### src/rtl/fdcd_pkg.sv
// ----------------------------------------------------------------------------
// fdcd_pkg
// Shared sizes, types and constants of the FSK delay-line correlator
// demodulator.
// ----------------------------------------------------------------------------
package fdcd_pkg;

	localparam int SAMPLE_BITS = 10;
	localparam int DELAY_TAPS  = 12;
	localparam int RING_LEN    = 12;

	localparam int HIST_W   = DELAY_TAPS + 1;
	localparam int PTR_W    = $clog2(RING_LEN);
	localparam int SUM_W    = 4;
	localparam int THRESH_W = 4;
	localparam int DUTY_W   = 8;
	localparam int DIV_W    = 8;

	typedef logic [SAMPLE_BITS-1:0] sample_t;
	typedef logic [SUM_W-1:0]       sum_t;
	typedef logic [THRESH_W-1:0]    thresh_t;
	typedef logic [DUTY_W-1:0]      duty_t;
	typedef logic [PTR_W-1:0]       ptr_t;

	localparam sample_t BIAS_RESET   = sample_t'(1) << (SAMPLE_BITS - 1);
	localparam thresh_t THRESH_RESET = thresh_t'(6);
	localparam duty_t   DUTY_OFFSET  = duty_t'(128);
	localparam ptr_t    PTR_LAST     = ptr_t'(RING_LEN - 1);

endpackage

### src/rtl/fsk_delay_correlator_demod_core.sv
// ----------------------------------------------------------------------------
// fsk_delay_correlator_demod_core
// Takes one converter sample per cycle while sample_stall is low and gives one
// demodulated result per sample: data bit, correlator sum and monitor PWM duty.
// ----------------------------------------------------------------------------
// Throughput is one sample per clock cycle while the result is not stalled; an
// accepted sample passes the input register and then the result register, around
// the single pass of bias tracking, slicing, correlation and window sum. A stalled
// result holds; the input register still takes one more sample behind it. The
// decision threshold resets to 6 and is written through the cfg channel, which is
// always ready.
module fsk_delay_correlator_demod_core (
	input  logic               clk,
	input  logic               arst_n,
	input  logic               sample_valid,
	output logic               sample_stall,
	input  fdcd_pkg::sample_t  sample,
	output logic               result_valid,
	input  logic               result_stall,
	output logic               data_bit,
	output fdcd_pkg::sum_t     correlator_sum,
	output fdcd_pkg::duty_t    pwm_duty,
	input  logic               cfg_valid,
	output logic               cfg_ready,
	input  fdcd_pkg::thresh_t  decision_threshold
);
	import fdcd_pkg::*;

	thresh_t thresh_q;
	logic    valid_s1;
	sample_t sample_s1;
	logic    advance;
	logic    xor_bit;
	sum_t    sum_next;

	assign cfg_ready    = 1'b1;
	assign advance      = valid_s1 && (!result_valid || !result_stall);
	assign sample_stall = valid_s1 && !advance;

	always_ff @(posedge clk or negedge arst_n) begin
		if (!arst_n)
			thresh_q <= THRESH_RESET;
		else if (cfg_valid && cfg_ready)
			thresh_q <= decision_threshold;
	end

	always_ff @(posedge clk or negedge arst_n) begin
		if (!arst_n) begin
			valid_s1 <= 1'b0;
		end else if (!sample_stall) begin
			valid_s1 <= sample_valid;
		end
	end

	always_ff @(posedge clk) begin
		if (sample_valid && !sample_stall)
			sample_s1 <= sample;
	end

	fdcd_slicer u_slicer (
		.clk     (clk),
		.arst_n  (arst_n),
		.step    (advance),
		.sample  (sample_s1),
		.xor_bit (xor_bit)
	);

	fdcd_window u_window (
		.clk      (clk),
		.arst_n   (arst_n),
		.step     (advance),
		.xor_bit  (xor_bit),
		.sum_next (sum_next)
	);

	always_ff @(posedge clk or negedge arst_n) begin
		if (!arst_n) begin
			result_valid <= 1'b0;
		end else if (advance) begin
			result_valid <= 1'b1;
		end else if (!result_stall) begin
			result_valid <= 1'b0;
		end
	end

	always_ff @(posedge clk) begin
		if (advance) begin
			data_bit       <= (sum_next < thresh_q);
			correlator_sum <= sum_next;
			pwm_duty       <= (duty_t'(sum_next) << 3) + DUTY_OFFSET;
		end
	end

	a_sum_range: assert property (@(posedge clk) disable iff (!arst_n)
		result_valid |-> (correlator_sum <= sum_t'(RING_LEN - 1)))
		else $error("correlator sum out of range");

	a_stall_cause: assert property (@(posedge clk) disable iff (!arst_n)
		sample_stall |-> (valid_s1 && result_valid && result_stall))
		else $error("input stalled without a blocked result");

	a_result_load: assert property (@(posedge clk) disable iff (!arst_n)
		advance |=> result_valid)
		else $error("advanced transaction did not reach the result register");

endmodule

### src/rtl/fdcd_slicer.sv
// ----------------------------------------------------------------------------
// fdcd_slicer
// Tracks the DC bias, slices the sample against it and correlates the slice
// with the slice from DELAY_TAPS samples earlier.
// ----------------------------------------------------------------------------
module fdcd_slicer (
	input  logic             clk,
	input  logic             arst_n,
	input  logic             step,
	input  fdcd_pkg::sample_t sample,
	output logic             xor_bit
);
	import fdcd_pkg::*;

	sample_t             bias_q;
	logic [DIV_W-1:0]    div_q;
	logic [HIST_W-1:0]   hist_q;
	sample_t             bias_next;
	logic                slice;

	always_comb begin
		bias_next = bias_q;
		if (div_q == '0) begin
			if (sample > bias_q)
				bias_next = bias_q + sample_t'(1);
			else if (sample < bias_q)
				bias_next = bias_q - sample_t'(1);
		end
		slice   = (sample > bias_next);
		xor_bit = slice ^ hist_q[1];
	end

	always_ff @(posedge clk or negedge arst_n) begin
		if (!arst_n) begin
			bias_q <= BIAS_RESET;
			div_q  <= '0;
			hist_q <= '0;
		end else if (step) begin
			bias_q <= bias_next;
			div_q  <= div_q + DIV_W'(1);
			hist_q <= {slice, hist_q[HIST_W-1:1]};
		end
	end

endmodule

### src/rtl/fdcd_window.sv
// ----------------------------------------------------------------------------
// fdcd_window
// Ring of correlator bits with a running window sum.
// ----------------------------------------------------------------------------
module fdcd_window (
	input  logic          clk,
	input  logic          arst_n,
	input  logic          step,
	input  logic          xor_bit,
	output fdcd_pkg::sum_t sum_next
);
	import fdcd_pkg::*;

	logic [RING_LEN-1:0] ring_q;
	ptr_t                ptr_q;
	sum_t                sum_q;
	ptr_t                ptr_next;

	always_comb begin
		ptr_next = (ptr_q == PTR_LAST) ? '0 : ptr_q + ptr_t'(1);
		sum_next = sum_q + sum_t'(xor_bit) - sum_t'(ring_q[ptr_next]);
	end

	always_ff @(posedge clk or negedge arst_n) begin
		if (!arst_n) begin
			ring_q <= '0;
			ptr_q  <= '0;
			sum_q  <= '0;
		end else if (step) begin
			ring_q[ptr_q] <= xor_bit;
			ptr_q         <= ptr_next;
			sum_q         <= sum_next;
		end
	end

endmodule

### config.mk
export PLATFORM = sky130hd
export DESIGN_NAME = fsk_delay_correlator_demod_core
export DESIGN_NICKNAME = d
export VERILOG_FILES = /design/src/rtl/fdcd_pkg.sv /design/src/rtl/fsk_delay_correlator_demod_core.sv /design/src/rtl/fdcd_slicer.sv /design/src/rtl/fdcd_window.sv
export SDC_FILE = /design/constraint.sdc
export NUM_CORES = 1
export LEC_CHECK = 0
export BUFFER_PORTS_ARGS = -buffer_cell sky130_fd_sc_hd__buf_2
export CAP_MARGIN = 20
export CORE_MARGIN = 2
export CORE_UTILIZATION = 65
export DETAILED_ROUTE_END_ITERATION = 10
export GPL_TIMING_DRIVEN = 0
export HOLD_SLACK_MARGIN = 0.02
export PLACE_DENSITY = 0.86
export RECOVER_POWER = 25
export SLEW_MARGIN = 20
export SYNTH_ARGS = -nofsm -noshare
export SYNTH_HDL_FRONTEND = slang
export SYNTH_SLANG_ARGS = --single-unit
### constraint.sdc
create_clock -name clk -period 9.2 [get_ports clk]
set_clock_uncertainty 0.1 [all_clocks]
set_input_delay 1.84 -clock clk [delete_from_list [all_inputs] [get_ports clk]]
set_output_delay 1.84 -clock clk [all_outputs]
set_load 0.1 [all_outputs]
==> impl_metrics.py <==
metrics = {
    "clocking": {
        "ctsResizeCount": 0,
        "cts_tree": "built",
        "cts.htree.levels": 3,
        "clock_sinks": 71,
        "numCtsBuffers": 9,
        "cts_post_setup_buffers_inserted": 0,
        "clk_root_buffer_cell": "clkbuf_8",
        "max-clock-path-buffers": 2,
        "postCtsHoldBufs": 0,
        "clk-insertion-delay-late_ns": 0.35,
        "path_clk_slew_ns": 0.08,
    },
    "finish": {
        "commonest_non_fill_non_tap_cell_in_the_layout": "nand2_1",
        "ff_latch_area_um2": 1860,
        "nNetsFinal": 527,
        "final_layout_size_suffix_gt1_share_pct": 15.9,
        "post-route-cell-area_um2": 4640,
        "highest_count_cells_in_the_layout_ignoring_fill_and_taps": "nand2_1 (86), dfrtp_1 (53), ha_1 (35)",
        "layoutNonFillerInstCount": 554,
        "multi_input_comb_area_um2": 2120,
        "antennaDiodeCount": 0,
        "fin_util_pct": 73.9,
        "nFillCells": 459,
        "flow.area_growth_from_synthesis_pct": 10.7,
    },
    "placement": {
        "port_buffers": 29,
        "gp_congestion": 0.893,
        "half_perimeter_wire_length_after_placement_um": 5880,
        "dp.cells": 538,
        "post_place_worst_slack_ns": 2.77,
        "dpl_cell_area_um2": 4450,
    },
    "worst_hold_path": {
        "hold_path_origin": "u_slicer.hist_q[2]",
        "hold_path.class": "reg2reg",
        "hold_depth": 2,
        "holdPathEnd": "u_slicer.hist_q[1]",
    },
    "critical_path": {
        "r2r-end": "data_bit",
        "rr_startpoint": "u_slicer.bias_q[3]",
        "crit_arrival_ns": 6.65,
        "timing.critical_path.fanout_max": 10,
        "worst_setup_path_end_kind": "flop",
        "worstRegToRegCells": 24,
        "cp-start-kind": "flop",
        "ff2ff_setup_slack_ns": 2.67,
        "required_ns": 9.32,
        "setup.worst_path.class": "reg2reg",
    },
    "yosys": {
        "syn_area_um2": 4190,
        "post-synth-top-area-fraction_pct": 31.7,
        "syn-instance-count": 429,
        "yosys.area_share.xor_xnor_pct": 5.85,
        "yosys_register_bits": 71,
        "synth-main-ff-cell": "dfrtp_1",
        "async_flop_share_pct": 78.9,
        "synth-compound-area-share_pct": 6.24,
        "post_synth_adder_cell_area_pct": 10.9,
        "yosysTopAreaCell": "dfrtp_1",
        "netlist_top_cells_area": "dfrtp_1 (32%), edfxtp_1 (11%), ha_1 (10%), nand2_1 (7.7%), xnor2_1 (5.0%)",
        "ys.warnings.count": 0,
        "syn-mean-instance-area_um2": 9.77,
        "main_combinational_cell_family_by_area_after_synthesis": "simple AND/OR/NAND/NOR gates",
        "post_synth_mux_area_share_pct": 8.69,
        "sequential_to_total_area_share_from_yosys_stat_pct": 44.3,
        "synth_edf_count": 15,
        "synth_simple_gate_area_share_pct": 18.4,
        "synthDistinctLibCells": 44,
    },
    "detailed_routing": {
        "post-route-drc-count": 0,
        "postRouteAntennaNets": 0,
        "post_drt_wl_per_cell_um": 14.7,
        "via_count": 3158,
        "drtIter0Drc": 290,
        "firstDrtPassIters": 5,
        "drt-vias-per-instance": 5.70,
        "wirelength_um": 8120,
    },
    "sta": {
        "fmax_mhz": 153,
        "worst-slew-pin-transition_ns": 2.95,
        "setup_total_negative_slack_ns": 0,
        "relSlewSlack_pct": -96.8,
        "period_share_pct": 71.0,
        "setup_ws_ns": 2.67,
        "grt_setup_unrepaired": "false",
        "finalHoldViolCount": 0,
        "holdWs_ns": 0.371,
        "timing.final.max_slew_violations": 57,
        "period_needed_ns": 6.53,
        "final-setup-viol-count": 0,
    },
    "job": {
        "maxCapViolations": 1,
    },
    "outcome": {
        "status": "complete, but fails checks",
        "failing_checks": "capacitance limit, slew limit",
    },
    "grt": {
        "antenna_found_initial": 0,
        "first_pass_grt_wire_length_um": 14100,
        "first_global_vias": 3094,
        "total_grt_overflow": 0,
        "grt_util_all_layers_pct": 24.9,
        "grt_max_degree": 57,
    },
    "die": {
        "floorplan.die_area_um2": 7100,
        "placement_rows": 29,
        "fp.coreArea_um2": 6280,
        "chipWidth_um": 84.3,
        "initial_standard_cell_utilization_of_the_core_pct": 66.8,
        "boundaryPins": 35,
        "die_h_um": 84.3,
    },
    "pwr": {
        "total_leakage_power_nw": 2.15,
        "tot_pwr_mw": 1.56,
        "vdd_ir_drop_max_uv": 365,
        "power_per_cell_area_nw_per_um2": 335,
    },
}
-- metal layers --
metal,share of wire (%),track usage [%],up-vias
li1,-,-,1545
met4,1.9,10.4,0
met1,47,33.9,1498
met3,5.4,4.92,12
met2,46,39.4,103
met5,0,0,-
-- sequential cells by signal (all words and copies together) (netlist names) --
signal           cells
u_slicer.bias_q     10
data_bit             1
u_window.sum_q       4
thresh_q             4
sample_s1           10
u_window.ptr_q       4
u_window.ring_q     12
result_valid         1
u_slicer.div_q       8
pwm_duty             4
valid_s1             1
u_slicer.hist_q     12
-- synth_stat cells (4+ instances only) --
library cell and number:
nand2_1 86, dfrtp_1 53, ha_1 35, inv_1 28, xnor2_1 24, nor2_1 17
nand3_1 16, o21ai_0 16, edfxtp_1 15, mux2i_1 15, nor3_1 14, mux2_2 13
clkbuf_1 10, a21oi_1 9, buf_4 9, nand4_1 8, and3_1 5, nand2b_1 5
a21o_1 4, nor4_1 4, xor2_1 4
-- worst max path at each step --
stage / start / endpoint / cells past startpoint
after CTS: u_slicer.bias_q[3] / data_bit / 24
final: u_slicer.bias_q[3] / data_bit / 24
after global placement: u_slicer.bias_q[3] / data_bit / 24
after global routing: u_slicer.bias_q[3] / data_bit / 24
after detailed placement: u_slicer.bias_q[3] / data_bit / 24
after floorplan: u_slicer.bias_q[3] / data_bit / 24
-- logic make-up after synthesis --
| family | Yosys count |
|---|---|
| AOI/OAI and AO/OA | 43 |
| xor gates and xnor gates | 28 |
| adders and majority gates | 36 |
| buffers and inverters | 51 |
| DFF | 71 |
| muxes | 31 |
| other | 2 |
| and+or+nand+nor | 167 |
-- worst max-delay path, cell delays in order, from the launching register on --
cell and delay [ns]:
dfrtp_1 0.32, clkbuf_1 0.34, inv_1 0.16, ha_1 0.32, nand4_1 0.17, o21bai_1 0.20
a31oi_1 0.33, or2_2 0.17, clkbuf_1 0.26, buf_2 0.32, mux2i_1 0.26, xnor2_1 0.16
ha_1 0.29, a21oi_1 0.15, o21ai_0 0.10, a2111oi_0 0.41, a31oi_1 0.16, xor2_1 0.33
clkbuf_1 0.39, and2_1 0.21, fa_1 0.47, ha_1 0.29, a21o_1 0.15, a21o_1 0.17
a21oi_1 0.13
-- where the power goes --
| group | leakage [nW] | internal, mW | switching (mW) |
|---|---|---|---|
| combinational | 1.21 | 0.285 | 0.498 |
| sequential | 0.832 | 0.441 | 0.0789 |
| clock | 0.105 | 0.128 | 0.125 |
| total | 2.15 | 0.854 | 0.702 |
-- area by class of cell --
type	instances	share of cell area (%)
Multi-Input combinational cell	310	45.7
Sequential cell	71	40.0
Timing Repair Buffer	29	3.05
Clock buffer	9	2.67
Buffer	22	2.54
Inverter	29	2.35
Tap cell	77	2.08
Clock inverter	7	1.65
(Power assumes the default switching activity.)
